==> config.mk <==
export PLATFORM = sky130hd
export DESIGN_NAME = nearest_resize_address_gen_top_flat
export DESIGN_NICKNAME = d
export VERILOG_FILES = /design/src/hdl/nrag_pkg.sv /design/src/hdl/nrag_ifs.sv /design/src/hdl/nrag_cfg.sv /design/src/hdl/nrag_axis.sv /design/src/hdl/nearest_resize_address_gen_top.sv /design/src/flat_wrapper.sv
export SDC_FILE = /design/constraint.sdc
export NUM_CORES = 2
export LEC_CHECK = 0
export ABC_AREA = 1
export BUFFER_PORTS_ARGS = -buffer_cell sky130_fd_sc_hd__buf_4
export CAP_MARGIN = 15
export CORE_UTILIZATION = 33
export CTS_CLUSTER_DIAMETER = 50
export DETAILED_ROUTE_END_ITERATION = 7
export GPL_TIMING_DRIVEN = 0
export SETUP_SLACK_MARGIN = 0.3
export SLEW_MARGIN = 15
export SYNTH_ARGS = -nofsm -noshare
export SYNTH_HDL_FRONTEND = slang
export SYNTH_HIERARCHICAL = 1
export SYNTH_SLANG_ARGS = --single-unit
==> constraint.sdc <==
create_clock -name clk_i -period 11.55 [get_ports clk_i]
set_input_delay 1.155 -clock clk_i [delete_from_list [all_inputs] [get_ports clk_i]]
set_output_delay 1.155 -clock clk_i [all_outputs]
set_load 0.005 [all_outputs]
==> src/hdl/nrag_pkg.sv <==
// Package for the nearest resize address generator.
// Types, register indexes, result codes and pipeline constants.
// No dependencies.
`default_nettype none
package nrag_pkg;

  localparam int unsigned MAX_DIM  = 4096;
  localparam int unsigned DIM_W    = $clog2(MAX_DIM + 1);
  localparam int unsigned COORD_W  = 12;
  localparam int unsigned TGT_W    = 14;
  localparam int unsigned OFF_W    = 15;
  localparam int unsigned CFG_IDX_W = 3;
  localparam int unsigned CFG_DAT_W = 15;

  localparam int unsigned A_W      = 16;
  localparam int unsigned M_W      = A_W + 1;
  localparam int unsigned SF_W     = DIM_W + 1;
  localparam int unsigned PROD_W   = M_W + SF_W;
  localparam int unsigned MAG_W    = PROD_W - 1;
  localparam int unsigned DEN_W    = TGT_W + 1;
  localparam int unsigned QW       = DIM_W;

  localparam int unsigned ST_PREP  = 0;
  localparam int unsigned ST_MUL   = 1;
  localparam int unsigned ST_NUM   = 2;
  localparam int unsigned ST_OVF   = 3;
  localparam int unsigned ST_DIV0  = 4;
  localparam int unsigned NSTG     = ST_DIV0 + QW;

  typedef enum logic [CFG_IDX_W-1:0] {
    REG_SRC_H  = 3'd0,
    REG_SRC_W  = 3'd1,
    REG_TGT_H  = 3'd2,
    REG_TGT_W  = 3'd3,
    REG_ROW_OFF = 3'd4,
    REG_COL_OFF = 3'd5,
    REG_XFORM  = 3'd6,
    REG_WRAP   = 3'd7
  } cfg_reg_e;

  typedef enum logic [1:0] {
    XF_HALF   = 2'd0,
    XF_ASYM   = 2'd1,
    XF_ALIGN  = 2'd2,
    XF_NONE   = 2'd3
  } xform_e;

  typedef enum logic [1:0] {
    KIND_COPY = 2'd0,
    KIND_FILL = 2'd1,
    KIND_SAME = 2'd2,
    KIND_RSVD = 2'd3
  } fill_kind_e;

  typedef struct packed {
    logic [DIM_W-1:0]        src_h;
    logic [DIM_W-1:0]        src_w;
    logic [TGT_W-1:0]        tgt_h;
    logic [TGT_W-1:0]        tgt_w;
    logic signed [OFF_W-1:0] row_off;
    logic signed [OFF_W-1:0] col_off;
    xform_e                  xform;
    logic                    wrap;
  } cfg_t;

endpackage
`default_nettype wire

==> src/hdl/nrag_ifs.sv <==
// Handshake channel interfaces of the nearest resize address generator.
// Depends on nrag_pkg.
`default_nettype none
interface nrag_in_if;
  logic                        valid;
  logic                        ready;
  logic [nrag_pkg::COORD_W-1:0] out_row;
  logic [nrag_pkg::COORD_W-1:0] out_col;
  modport source (output valid, out_row, out_col, input ready);
  modport sink   (input valid, out_row, out_col, output ready);
endinterface

interface nrag_out_if;
  logic                        valid;
  logic                        ready;
  logic [nrag_pkg::COORD_W-1:0] src_row;
  logic [nrag_pkg::COORD_W-1:0] src_col;
  logic [1:0]                  fill_kind;
  modport source (output valid, src_row, src_col, fill_kind, input ready);
  modport sink   (input valid, src_row, src_col, fill_kind, output ready);
endinterface

interface nrag_cfg_if;
  logic                          valid;
  logic                          ready;
  logic [nrag_pkg::CFG_IDX_W-1:0] index;
  logic [nrag_pkg::CFG_DAT_W-1:0] data;
  modport source (output valid, index, data, input ready);
  modport sink   (input valid, index, data, output ready);
endinterface
`default_nettype wire

==> src/hdl/nrag_cfg.sv <==
// Configuration register file; clips and normalizes sizes for the datapath.
// Depends on nrag_pkg and nrag_ifs.
`default_nettype none
module nrag_cfg (
  input  wire logic   clk_i,
  input  wire logic   rst_ni,
  nrag_cfg_if.sink    cfg_i,
  output nrag_pkg::cfg_t cfg_o
);
  import nrag_pkg::*;

  logic [DIM_W-1:0]        src_h_q, src_w_q;
  logic [TGT_W-1:0]        tgt_h_q, tgt_w_q;
  logic signed [OFF_W-1:0] row_off_q, col_off_q;
  logic [1:0]              xform_q;
  logic                    wrap_q;

  assign cfg_i.ready = 1'b1;

  always_ff @(posedge clk_i or negedge rst_ni) begin
    if (!rst_ni) begin
      src_h_q   <= DIM_W'(1);
      src_w_q   <= DIM_W'(1);
      tgt_h_q   <= TGT_W'(1);
      tgt_w_q   <= TGT_W'(1);
      row_off_q <= '0;
      col_off_q <= '0;
      xform_q   <= XF_HALF;
      wrap_q    <= 1'b0;
    end else if (cfg_i.valid) begin
      unique case (cfg_reg_e'(cfg_i.index))
        REG_SRC_H:   src_h_q   <= cfg_i.data[DIM_W-1:0];
        REG_SRC_W:   src_w_q   <= cfg_i.data[DIM_W-1:0];
        REG_TGT_H:   tgt_h_q   <= cfg_i.data[TGT_W-1:0];
        REG_TGT_W:   tgt_w_q   <= cfg_i.data[TGT_W-1:0];
        REG_ROW_OFF: row_off_q <= cfg_i.data[OFF_W-1:0];
        REG_COL_OFF: col_off_q <= cfg_i.data[OFF_W-1:0];
        REG_XFORM:   xform_q   <= cfg_i.data[1:0];
        REG_WRAP:    wrap_q    <= cfg_i.data[0];
        default: ;
      endcase
    end
  end

  always_comb begin
    cfg_o.src_h   = (src_h_q > DIM_W'(MAX_DIM)) ? DIM_W'(MAX_DIM) : src_h_q;
    cfg_o.src_w   = (src_w_q > DIM_W'(MAX_DIM)) ? DIM_W'(MAX_DIM) : src_w_q;
    cfg_o.tgt_h   = (tgt_h_q == '0) ? TGT_W'(1) : tgt_h_q;
    cfg_o.tgt_w   = (tgt_w_q == '0) ? TGT_W'(1) : tgt_w_q;
    cfg_o.row_off = row_off_q;
    cfg_o.col_off = col_off_q;
    cfg_o.xform   = xform_e'(xform_q);
    cfg_o.wrap    = wrap_q;
  end

endmodule
`default_nettype wire

==> src/hdl/nrag_axis.sv <==
// One axis of the coordinate mapping: offset, scale product, numerator,
// overflow test and a one-bit-per-stage restoring divider. Depends on nrag_pkg.
`default_nettype none
module nrag_axis (
  input  wire logic                          clk_i,
  input  wire logic [nrag_pkg::NSTG-1:0]     en_i,
  input  wire logic [nrag_pkg::COORD_W-1:0]  coord_i,
  input  wire logic signed [nrag_pkg::OFF_W-1:0] off_i,
  input  wire logic [nrag_pkg::DIM_W-1:0]    src_i,
  input  wire logic [nrag_pkg::TGT_W-1:0]    tgt_i,
  input  wire nrag_pkg::xform_e              xform_i,
  output logic [nrag_pkg::COORD_W-1:0]       coord_o,
  output logic [nrag_pkg::QW-1:0]            quo_o,
  output logic                               neg_o,
  output logic                               ovf_o
);
  import nrag_pkg::*;

  logic [COORD_W-1:0] coord_q [NSTG];

  logic signed [A_W-1:0]  a_d;
  logic signed [M_W-1:0]  m_d, m_q;
  logic signed [SF_W-1:0] sf_d, sf_q;
  logic [TGT_W-1:0]       sub_d;
  logic [DEN_W-1:0]       den_d;
  logic [TGT_W-1:0]       sub_q [ST_NUM+1];
  logic [DEN_W-1:0]       den_q [NSTG];

  logic signed [PROD_W-1:0] prod_q, num_d;
  logic [MAG_W-1:0]         mag_q;
  logic                     neg_q [NSTG];
  logic                     ovf_q [NSTG];

  logic [MAG_W-1:0] rem_q [QW+1];
  logic [QW-1:0]    quo_q [QW+1];

  always_comb begin
    a_d   = A_W'($signed({1'b0, coord_i})) + A_W'(off_i);
    m_d   = M_W'(a_d);
    sf_d  = SF_W'({1'b0, src_i});
    sub_d = '0;
    den_d = DEN_W'(tgt_i);
    unique case (xform_i)
      XF_HALF: begin
        m_d   = M_W'(a_d) + M_W'(a_d) + M_W'(1);
        sub_d = tgt_i;
        den_d = {tgt_i, 1'b0};
      end
      XF_ASYM: ;
      XF_ALIGN: begin
        if (tgt_i == TGT_W'(1)) begin
          m_d   = '0;
          den_d = DEN_W'(1);
        end else begin
          den_d = DEN_W'(tgt_i - TGT_W'(1));
        end
        sf_d = (src_i == '0) ? '0 : SF_W'({1'b0, src_i}) - SF_W'(1);
      end
      XF_NONE: begin
        sf_d  = SF_W'(1);
        den_d = DEN_W'(1);
      end
      default: ;
    endcase
  end

  assign num_d = prod_q - PROD_W'($signed({1'b0, sub_q[ST_MUL]}));

  always_ff @(posedge clk_i) begin
    if (en_i[ST_PREP]) begin
      coord_q[ST_PREP] <= coord_i;
      m_q              <= m_d;
      sf_q             <= sf_d;
      sub_q[ST_PREP]   <= sub_d;
      den_q[ST_PREP]   <= den_d;
    end
    if (en_i[ST_MUL]) begin
      coord_q[ST_MUL] <= coord_q[ST_PREP];
      prod_q          <= PROD_W'(m_q) * PROD_W'(sf_q);
      sub_q[ST_MUL]   <= sub_q[ST_PREP];
      den_q[ST_MUL]   <= den_q[ST_PREP];
    end
    if (en_i[ST_NUM]) begin
      coord_q[ST_NUM] <= coord_q[ST_MUL];
      neg_q[ST_NUM]   <= num_d[PROD_W-1];
      mag_q           <= num_d[PROD_W-1] ? MAG_W'(-num_d) : MAG_W'(num_d);
      den_q[ST_NUM]   <= den_q[ST_MUL];
      sub_q[ST_NUM]   <= sub_q[ST_MUL];
    end
    if (en_i[ST_OVF]) begin
      coord_q[ST_OVF] <= coord_q[ST_NUM];
      neg_q[ST_OVF]   <= neg_q[ST_NUM];
      ovf_q[ST_OVF]   <= mag_q >= (MAG_W'(den_q[ST_NUM]) << QW);
      den_q[ST_OVF]   <= den_q[ST_NUM];
      rem_q[0]        <= mag_q;
      quo_q[0]        <= '0;
    end
  end

  for (genvar j = 0; j < QW; j++) begin : g_div
    localparam int unsigned S = ST_DIV0 + j;
    localparam int unsigned B = QW - 1 - j;
    logic [MAG_W-1:0] trial;
    assign trial = MAG_W'(den_q[S-1]) << B;
    always_ff @(posedge clk_i) begin
      if (en_i[S]) begin
        coord_q[S] <= coord_q[S-1];
        neg_q[S]   <= neg_q[S-1];
        ovf_q[S]   <= ovf_q[S-1];
        den_q[S]   <= den_q[S-1];
        if (rem_q[j] >= trial) begin
          rem_q[j+1] <= rem_q[j] - trial;
          quo_q[j+1] <= quo_q[j] | (QW'(1) << B);
        end else begin
          rem_q[j+1] <= rem_q[j];
          quo_q[j+1] <= quo_q[j];
        end
      end
    end
  end

  assign coord_o = coord_q[NSTG-1];
  assign quo_o   = quo_q[QW];
  assign neg_o   = neg_q[NSTG-1];
  assign ovf_o   = ovf_q[NSTG-1] | (sub_q[ST_NUM] == '1 && den_q[NSTG-1] == '0);

endmodule
`default_nettype wire

==> src/hdl/nearest_resize_address_gen_top.sv <==
// Nearest-neighbor resize address generator, top level.
// Channels: in_i carries one output pixel coordinate (out_row, out_col) per
// beat; out_o returns one beat per input beat with the source row, source
// column and fill kind (copy mapped pixel, constant fill, copy same position).
// cfg_i writes the eight setup registers by index and is always ready; the
// user must see that it is written only while the block holds no work, since
// the block does not enforce this. Each beat passes 17 datapath stages and
// then the output register. Throughput: one beat per cycle unless the receiver
// stalls; the 13 divider stages of each axis retire one quotient bit each.
// Every stage has its own valid bit; a stage loads whenever it is empty or
// the next one moves, so bubbles collapse and input keeps flowing while a
// finished beat waits on a stalled receiver until the pipe is full.
// Reset empties the pipeline and restores sizes 1, offsets 0, modes 0.
// Depends on nrag_pkg, nrag_ifs, nrag_cfg and nrag_axis.
`default_nettype none
module nearest_resize_address_gen_top (
  input  wire logic clk_i,
  input  wire logic rst_ni,
  nrag_cfg_if.sink  cfg_i,
  nrag_in_if.sink   in_i,
  nrag_out_if.source out_o
);
  import nrag_pkg::*;

  cfg_t cfg;
  logic [NSTG:0]   en;
  logic [NSTG-1:0] v_q, v_d;
  logic            out_v_q;
  logic [COORD_W-1:0] row_q, col_q;
  logic [1:0]         kind_q;

  logic [COORD_W-1:0] r_coord, c_coord;
  logic [QW-1:0]      r_quo, c_quo;
  logic               r_neg, c_neg, r_ovf, c_ovf;
  logic               r_in, c_in;

  nrag_cfg u_cfg (.clk_i, .rst_ni, .cfg_i, .cfg_o(cfg));

  nrag_axis u_row (
    .clk_i, .en_i(en[NSTG-1:0]), .coord_i(in_i.out_row), .off_i(cfg.row_off),
    .src_i(cfg.src_h), .tgt_i(cfg.tgt_h), .xform_i(cfg.xform),
    .coord_o(r_coord), .quo_o(r_quo), .neg_o(r_neg), .ovf_o(r_ovf)
  );

  nrag_axis u_col (
    .clk_i, .en_i(en[NSTG-1:0]), .coord_i(in_i.out_col), .off_i(cfg.col_off),
    .src_i(cfg.src_w), .tgt_i(cfg.tgt_w), .xform_i(cfg.xform),
    .coord_o(c_coord), .quo_o(c_quo), .neg_o(c_neg), .ovf_o(c_ovf)
  );

  always_comb begin
    en[NSTG] = !out_v_q || out_o.ready;
    for (int k = NSTG - 1; k >= 0; k--) begin
      en[k] = !v_q[k] || en[k+1];
    end
    v_d = {v_q[NSTG-2:0], in_i.valid};
  end

  assign in_i.ready = en[0];

  assign r_in = !r_ovf && (!r_neg || r_quo == '0) && (r_quo < cfg.src_h);
  assign c_in = !c_ovf && (!c_neg || c_quo == '0) && (c_quo < cfg.src_w);

  always_ff @(posedge clk_i or negedge rst_ni) begin
    if (!rst_ni) begin
      v_q     <= '0;
      out_v_q <= 1'b0;
    end else begin
      for (int k = 0; k < NSTG; k++) begin
        if (en[k]) begin
          v_q[k] <= v_d[k];
        end
      end
      if (en[NSTG]) begin
        out_v_q <= v_q[NSTG-1];
      end
    end
  end

  always_ff @(posedge clk_i) begin
    if (en[NSTG]) begin
      if (r_in && c_in) begin
        row_q  <= r_quo[COORD_W-1:0];
        col_q  <= c_quo[COORD_W-1:0];
        kind_q <= KIND_COPY;
      end else if (!cfg.wrap) begin
        row_q  <= '0;
        col_q  <= '0;
        kind_q <= KIND_FILL;
      end else begin
        row_q  <= r_coord;
        col_q  <= c_coord;
        kind_q <= KIND_SAME;
      end
    end
  end

  assign out_o.valid     = out_v_q;
  assign out_o.src_row   = row_q;
  assign out_o.src_col   = col_q;
  assign out_o.fill_kind = kind_q;

endmodule
`default_nettype wire

==> src/flat_wrapper.sv <==
// flat-port wrapper written by rule: the top's interface ports become plain ports
module nearest_resize_address_gen_top_flat import nrag_pkg::*;
  (clk_i, rst_ni, cfg_i_valid, cfg_i_index, cfg_i_data, cfg_i_ready, in_i_valid, in_i_out_row, in_i_out_col, in_i_ready, out_o_valid, out_o_src_row, out_o_src_col, out_o_fill_kind, out_o_ready);
  nrag_cfg_if cfg_i_i ();
  nrag_in_if in_i_i ();
  nrag_out_if out_o_i ();
  input  wire logic clk_i;
  input  wire logic rst_ni;
  input wire logic [$bits(cfg_i_i.valid)-1:0] cfg_i_valid;
  input wire logic [$bits(cfg_i_i.index)-1:0] cfg_i_index;
  input wire logic [$bits(cfg_i_i.data)-1:0] cfg_i_data;
  output wire logic [$bits(cfg_i_i.ready)-1:0] cfg_i_ready;
  input wire logic [$bits(in_i_i.valid)-1:0] in_i_valid;
  input wire logic [$bits(in_i_i.out_row)-1:0] in_i_out_row;
  input wire logic [$bits(in_i_i.out_col)-1:0] in_i_out_col;
  output wire logic [$bits(in_i_i.ready)-1:0] in_i_ready;
  output wire logic [$bits(out_o_i.valid)-1:0] out_o_valid;
  output wire logic [$bits(out_o_i.src_row)-1:0] out_o_src_row;
  output wire logic [$bits(out_o_i.src_col)-1:0] out_o_src_col;
  output wire logic [$bits(out_o_i.fill_kind)-1:0] out_o_fill_kind;
  input wire logic [$bits(out_o_i.ready)-1:0] out_o_ready;
  assign cfg_i_i.valid = cfg_i_valid;
  assign cfg_i_i.index = cfg_i_index;
  assign cfg_i_i.data = cfg_i_data;
  assign cfg_i_ready = cfg_i_i.ready;
  assign in_i_i.valid = in_i_valid;
  assign in_i_i.out_row = in_i_out_row;
  assign in_i_i.out_col = in_i_out_col;
  assign in_i_ready = in_i_i.ready;
  assign out_o_valid = out_o_i.valid;
  assign out_o_src_row = out_o_i.src_row;
  assign out_o_src_col = out_o_i.src_col;
  assign out_o_fill_kind = out_o_i.fill_kind;
  assign out_o_i.ready = out_o_ready;
  nearest_resize_address_gen_top u_core (.clk_i(clk_i), .rst_ni(rst_ni), .cfg_i(cfg_i_i), .in_i(in_i_i), .out_o(out_o_i));
endmodule
## Word-level counts from Yosys, hierarchy flattened

Memory sizes are Yosys's and may differ from the RTL's.
Index checks and enable logic that the tools add are counted.
W data, S select, Z words.

| operators by class | value |
|---|---|
| $mul | 2 |
| order comparisons | 32 |
| bitwise operators | 54 |
| shifts and indexed selects | 0 |
| divide/modulo/power cells | 0 |
| mux-type cells | 267 |
| add/subtract/negate cells | 40 |
| reductions and logical operators | 67 |
| equality and inequality tests | 13 |

Operators with widths:

| kind | number |
|---|---|
| $mux W30 | 28 |
| $mux W13 | 28 |
| $mux W1 | 190 |
| $pmux W15 S3 | 2 |
| $mux W14 | 6 |
| $pmux W17 S2 | 2 |
| $mul A17 B14 Y31 | 2 |
| $sub A31 B15 Y31 | 2 |
| $ge A30 B15 Y1 | 2 |
| $ge A30 B16 Y1 | 2 |
| $ge A30 B17 Y1 | 2 |
| $ge A30 B18 Y1 | 2 |
| $ge A30 B19 Y1 | 2 |
| $ge A30 B20 Y1 | 2 |
| $ge A30 B21 Y1 | 2 |
| $ge A30 B22 Y1 | 2 |
| $ge A30 B23 Y1 | 2 |
| $ge A30 B24 Y1 | 2 |
| $ge A30 B25 Y1 | 2 |
| $ge A30 B26 Y1 | 2 |
| $ge A30 B27 Y1 | 2 |
| $ge A30 B28 Y1 | 2 |
| $neg A30 Y30 | 2 |
| $sub A30 B15 Y30 | 2 |
| other kinds (40) | 183 |

| word-level totals | value |
|---|---|
| RAM bits | 2,274 |
| latch bits | 0 |
| ROM bits | 0 |
| bits in registers | 315 |
| output and inout port bits | 29 |
| input port bits | 47 |
| memories | 14 |
| logic and storage cells | 526 |

Memory list:

| memory | words | bits a word | rd ports | clocked after memory_dff | wr ports | line | source |
|---|---|---|---|---|---|---|---|
| u_core.u_col.rem_q | 14 | 30 | 13 | 0 | 14 | nrag_axis.sv:34 | `logic [MAG_W-1:0] rem_q [QW+1];` |
| u_core.u_row.rem_q | 14 | 30 | 13 | 0 | 14 | nrag_axis.sv:34 |  |
| u_core.u_col.den_q | 17 | 15 | 17 | 0 | 17 | nrag_axis.sv:27 | `logic [DEN_W-1:0] den_q [NSTG];` |
| u_core.u_row.den_q | 17 | 15 | 17 | 0 | 17 | nrag_axis.sv:27 |  |
| u_core.u_col.coord_q | 17 | 12 | 17 | 0 | 17 | nrag_axis.sv:19 | `logic [COORD_W-1:0] coord_q [NSTG];` |
| u_core.u_row.coord_q | 17 | 12 | 17 | 0 | 17 | nrag_axis.sv:19 |  |
| 8 more memories | n/a | n/a | n/a | n/a | n/a | n/a |  |

## Depth between registers and ports, before layout

| logic depth | value |
|---|---|
| word-level depth | 21 |
| gate-level depth with buffers | 28 |
| mapped depth without buffers | 26 |

## Modules after synthesis

The synthesis kept the hierarchy.

By module, submodules not included:

| module | area an instance (um^2) | cells an instance | instances | seq. area each (um^2) |
|---|---|---|---|---|
| nrag_axis at u_core.u_col | 63,141.8 | 6,175 | 1 | 33,121.8 |
| nrag_axis at u_core.u_row | 63,059.2 | 6,166 | 1 | 33,121.8 |
| nrag_cfg | 3,838.7 | 433 | 1 | 2,182.1 |
| nearest_resize_address_gen_top | 2,590.0 | 292 | 1 | 1,231.2 |

## Worst setup path before layout

No wires, ideal clock.

| path | value |
|---|---|
| path kind | input port to flip-flop |
| start | input port out_o_ready |
| end | memory u_core.u_col.coord_q[0][0] (enable) |
| library setup time | 1,283 ps |
| path buffers | 0 |
| data required time | 10,267 ps |
| slack | 2,157 ps |
| cell stages on the path | 10 |
| arrival time | 8,110 ps |
| cell sequence | inv_1 > nand3_2 > nor2_4 > nand4_4 > nor2_4 > nand4_4 > nor2_4 > nand4_4 > nor2_4 > nand4_2 |

RTL lines:

| item | line | source |
|---|---|---|
| from (decl) | flat_wrapper.sv:21 | `input wire logic [$bits(out_o_i.ready)-1:0] out_o_ready;` |
| to (decl) | nrag_axis.sv:19 |  |

## Worst setup path after layout

| path | value |
|---|---|
| start | input port out_o_ready |
| end | output port in_i_ready |

| on the way | value |
|---|---|
| cells in the longest elaborated chain, start to end | 18 |

RTL lines:

| item | line | source |
|---|---|---|
| $logic_or A1 B1 Y1 | nearest_resize_address_gen_top.sv:52 | `en[NSTG] = !out_v_q \|\| out_o.ready;` |
| $logic_or A1 B1 Y1 | nearest_resize_address_gen_top.sv:54 | `en[k] = !v_q[k] \|\| en[k+1];` |
| named net u_core.en[16] | nearest_resize_address_gen_top.sv:26 | `logic [NSTG:0] en;` |
| $logic_or A1 B1 Y1 (4 in a row) | nearest_resize_address_gen_top.sv:54 |  |
| named net u_core.en[12] | nearest_resize_address_gen_top.sv:26 |  |
| $logic_or A1 B1 Y1 (4 in a row) | nearest_resize_address_gen_top.sv:54 |  |
| named net u_core.en[8] | nearest_resize_address_gen_top.sv:26 |  |
| $logic_or A1 B1 Y1 (4 in a row) | nearest_resize_address_gen_top.sv:54 |  |
| named net u_core.en[4] | nearest_resize_address_gen_top.sv:26 |  |
| $logic_or A1 B1 Y1 (4 in a row) | nearest_resize_address_gen_top.sv:54 |  |
| to (decl) | flat_wrapper.sv:16 | `output wire logic [$bits(in_i_i.ready)-1:0] in_i_ready;` |

The timed path passes the listed nets, and every way through them passes these cells.

==> flow_metrics.env <==
export IMPL_outcome="finished clean"
export IMPL_port_buffers=74
export IMPL_fin_ws_ns=4.35
export IMPL_hold_buffers=0
export IMPL_drv_cap=0
export IMPL_netlist_instances=13100
export IMPL_worst_pin_slew_ns=1.10
export IMPL_slowest_delay_ns=0.58
export IMPL_grt_max_degree=69
export IMPL_antenna_found_initial=4
export IMPL_crit_required_ns=10.40
export IMPL_drt_iter0_markers=6119
export IMPL_seq_area_frac_synth=0.525
export IMPL_ys_top_cells_by_area="edfxtp_1, fa_1, nand2_1, inv_1, ha_1"
export IMPL_slew_headroom=0.268
export IMPL_post_dp_cell_area_sq_um=141000
export IMPL_critPathTopFamily="simple AND/OR/NAND/NOR gates"
export IMPL_totalWireLength_um=325000
export IMPL_finalHoldViolCount=0
export IMPL_avgViaCountPerCell=4.73
export IMPL_r2r_cells=23
export IMPL_die_y_um=636
export IMPL_fin_crit_ns=7.20
export IMPL_skew_ns=0.0819
export IMPL_yosysWarnings=6
export IMPL_syn_avg_cell_area_sq_um=10.2
export IMPL_clk_pin_slew_ns=0.06
export IMPL_rsz0062_at_grt="false"
export IMPL_nNetsFinal=14600
export IMPL_num_vias=89600
export IMPL_rr_startpoint="u_core/u_row/sf_q[3]"
export IMPL_setup_viol=0
export IMPL_start_util=0.332
export IMPL_post_route_period_util=0.624
export IMPL_synth_simple_gate_area_frac=0.148
export IMPL_drive_above_1_share=0.0691
export IMPL_synthXorXnorAreaFrac=0.0405
export IMPL_hp_class="primary input to asynchronous set/reset pin"
export IMPL_synth_compound_gate_area_share=0.0723
export IMPL_ant_nets=0
export IMPL_wl_per_cell_um=17.2
export IMPL_worstReg2RegEnd="u_core/u_row/prod_q[23]"
export IMPL_fin_area_sq_um=150000
export IMPL_synth_main_ff_cell="edfxtp_1"
export IMPL_cp_end_kind="output pin"
export IMPL_worstSkewPairLatency_ns=0.87
export IMPL_critPathKind="primary input to output pin"
export IMPL_ios=76
export IMPL_ys_seq_elements=2337
export IMPL_yosysTopAreaCellShare=0.505
export IMPL_clkSinkCount=2337
export IMPL_crit_buf_inv=6
export IMPL_clockBufferDepth=4
export IMPL_hold_slack_ns=0.340
export IMPL_syn_nets=14300
export IMPL_cts_tree="built"
export IMPL_cts_max_level=5
export IMPL_first_global_vias=89700
export IMPL_fp_dieW_um=636
export IMPL_area_growth_syn_to_layout_pct=12.9
export IMPL_synthArstFlopShare=0.0449
export IMPL_synth_area_mux_share=0.000887
export IMPL_rows=232
export IMPL_dieArea_sq_um=404000
export IMPL_dp_slack_ns=4.18
export IMPL_cts_setup_buffers=0
export IMPL_yosysTopAreaCell="edfxtp_1"
export IMPL_synth_area_sq_um=133000
export IMPL_clock_fmax_mhz=139
export IMPL_cts_root_buf="clkbuf_16"
export IMPL_grt_ovfl_total=0
export IMPL_grt_total_usage=0.159
export IMPL_synth_distinct_cells=88
export IMPL_cp_arrival_ns=6.05
export IMPL_drc=0
export IMPL_drv_slew=0
export IMPL_dpl_cell_count=18500
export IMPL_core_area_sq_um=400000
export IMPL_gp_congestion=0.921
export IMPL_post_cts_resized=0
export IMPL_crit_chain="buf_4, inv_1, nand3_4, nor2_4, nand4_4, nor2_4, nand4_4, nor2_4, nand4_4, buf_12, nor2_4, nand4_4, buf_12, buf_12, buf_4"
export IMPL_cts_buffers=275
export IMPL_crit_path_top_delay_cell="nand4_4"
export IMPL_synth_edf_count=2232
export IMPL_synthAdderAreaFrac=0.135
export IMPL_start_kind="primary input"
export IMPL_dp_hpwl_um=260000
export IMPL_synth_top_family_by_area="simple AND/OR/NAND/NOR gates"
export IMPL_crit_fanout=33
export IMPL_grt_pass1_wl_um=508000
export IMPL_r2r_slack_ns=4.40
export IMPL_drt_first_pass_iters=8
export IMPL_layout_cells_non_filler=18900
[routing by layer]
metal | vias to the layer above | GRT usage | wire [um]
li1 | 44100 | - | -
met1 | 42800 | 0.211 | 145000
met2 | 2059 | 0.266 | 151000
met3 | 595 | 0.0193 | 14900
met4 | 4 | 0.0581 | 13300
met5 | - | 0 | 23
[worst reg2reg max path: stages, from the launching register on]
cell      delay, ns
edfxtp_1       0.34
clkbuf_1       0.49
clkbuf_1       0.67
nand2_1        0.10
inv_1          0.11
fa_1           0.41
inv_1          0.08
fa_1           0.40
inv_1          0.08
fa_1           0.45
fa_1           0.52
fa_1           0.50
inv_1          0.05
fa_1           0.51
inv_1          0.06
ha_1           0.36
a21oi_1        0.19
nor2_1         0.06
a211oi_1       0.47
o21ai_0        0.27
a21oi_1        0.29
o21ai_0        0.19
a21oi_1        0.19
xnor2_1        0.10
[logic make-up after synthesis]
| logic type | count (synthesis) |
|---|---|
| adder cells (fa/ha/maj) | 1140 |
| AO/OA/AOI/OAI | 1700 |
| AND/OR/NAND/NOR | 4606 |
| flip-flops | 2337 |
| XOR/XNOR | 612 |
| multiplexers | 11 |
| other | 1 |
| buffers and inverters | 2659 |
[cell type report]
cell class	count	area, sq um
inverter	2376	8940
clock inverter	153	1530
multi-input combinational	8070	52700
sequential	2337	69700
clock buffer	332	7350
tap	5265	6590
buffer	283	1450
antenna	2	5.00
fill	39400	250000
timing repair buffer	119	1540
[how the worst max path moves through the flow]
stage / cells after the start / to / slack [ns] / startpoint
floorplan: 10 / u_core/u_col/coord_q[0][0] / 2.16 / out_o_ready
global placement: 12 / in_i_ready / -3.55 / out_o_ready
detailed placement: 15 / in_i_ready / 4.18 / out_o_ready
CTS: 13 / in_i_ready / 4.15 / u_core/out_o.valid
global route: 22 / u_core/u_col/prod_q[28] / 3.93 / u_core/u_col/sf_q[4]
finish: 15 / in_i_ready / 4.35 / out_o_ready
[state kept, by name, summed over array words and instances, names as in the netlist, 15 cells and up]
signal and count:
u_core/u_cfg/col_off_q 15, u_core/u_cfg/row_off_q 15, u_core/u_col/coord_q 204, u_core/u_col/den_q 255
u_core/u_col/m_q 17, u_core/u_col/mag_q 30, u_core/u_col/neg_q 15, u_core/u_col/prod_q 31
u_core/u_col/quo_q 91, u_core/u_col/rem_q 390, u_core/u_col/sub_q 42, u_core/u_row/coord_q 204
u_core/u_row/den_q 255, u_core/u_row/m_q 17, u_core/u_row/mag_q 30, u_core/u_row/neg_q 15
u_core/u_row/prod_q 31, u_core/u_row/quo_q 91, u_core/u_row/rem_q 390, u_core/u_row/sub_q 42
u_core/v_q 17
[layout by cell type (no fill, tap or decap), types with 29 or more instances in the layout]
cell	Yosys	final
nand3_1	398	398
nand2_1	2518	2513
fa_1	490	490
o21ai_2	42	42
xnor2_1	273	273
ha_1	650	650
clkbuf_16	0	284
inv_1	2351	2344
clkinv_1	2	41
clkbuf_1	168	186
clkinv_2	0	29
or2_2	41	41
buf_2	44	44
a31oi_1	43	43
buf_12	0	30
a21oi_1	659	659
nor4_1	120	118
o22ai_1	36	36
o21ai_1	86	86
edfxtp_1	2232	2232
dfrtp_1	101	101
nand2_2	39	40
nor2_2	38	38
o21a_1	29	29
a21o_1	33	33
o21ai_0	582	582
nor2_1	1008	1008
nor3_1	149	149
buf_4	49	122
xor2_1	338	338
nand4_1	190	190
[metrics by stage]
stage	utilization	setup TNS (ns)
2_1_floorplan	-	0
3_3_place_gp	0.350	-994.34
3_5_place_dp	0.352	0
4_1_cts	0.375	0
5_1_grt	0.375	0
6_report	0.375	0
[synth_stat cells, types with 10 or more instances]
master and number:
a31oi_1 43, o21ai_1 86, edfxtp_1 2232, nor2_1 1008, nor3_1 149, o21a_1 29, a21oi_2 19, o221ai_1 18
buf_2 44, clkbuf_1 168, a21o_1 33, nor4_1 120, inv_1 2351, o2111ai_1 19, o21ai_0 582, dfrtp_1 101
a21oi_1 659, buf_6 14, xnor2_1 273, nor2_2 38, xor2_1 338, o22ai_1 36, o211ai_1 19, nand2_2 39
o21bai_1 22, a211oi_1 22, o21ai_2 42, fa_1 490, nand3_2 17, nand3_1 398, nand3b_1 24, nor2_4 13
a21boi_0 15, inv_2 22, nand4_1 190, and2_1 10, nand2_1 2518, buf_4 49, ha_1 650, or2_2 41
Power is left out: the tool's default activity adds up to more than one toggle a clock period on the data nets, which glitch-free logic cannot reach.
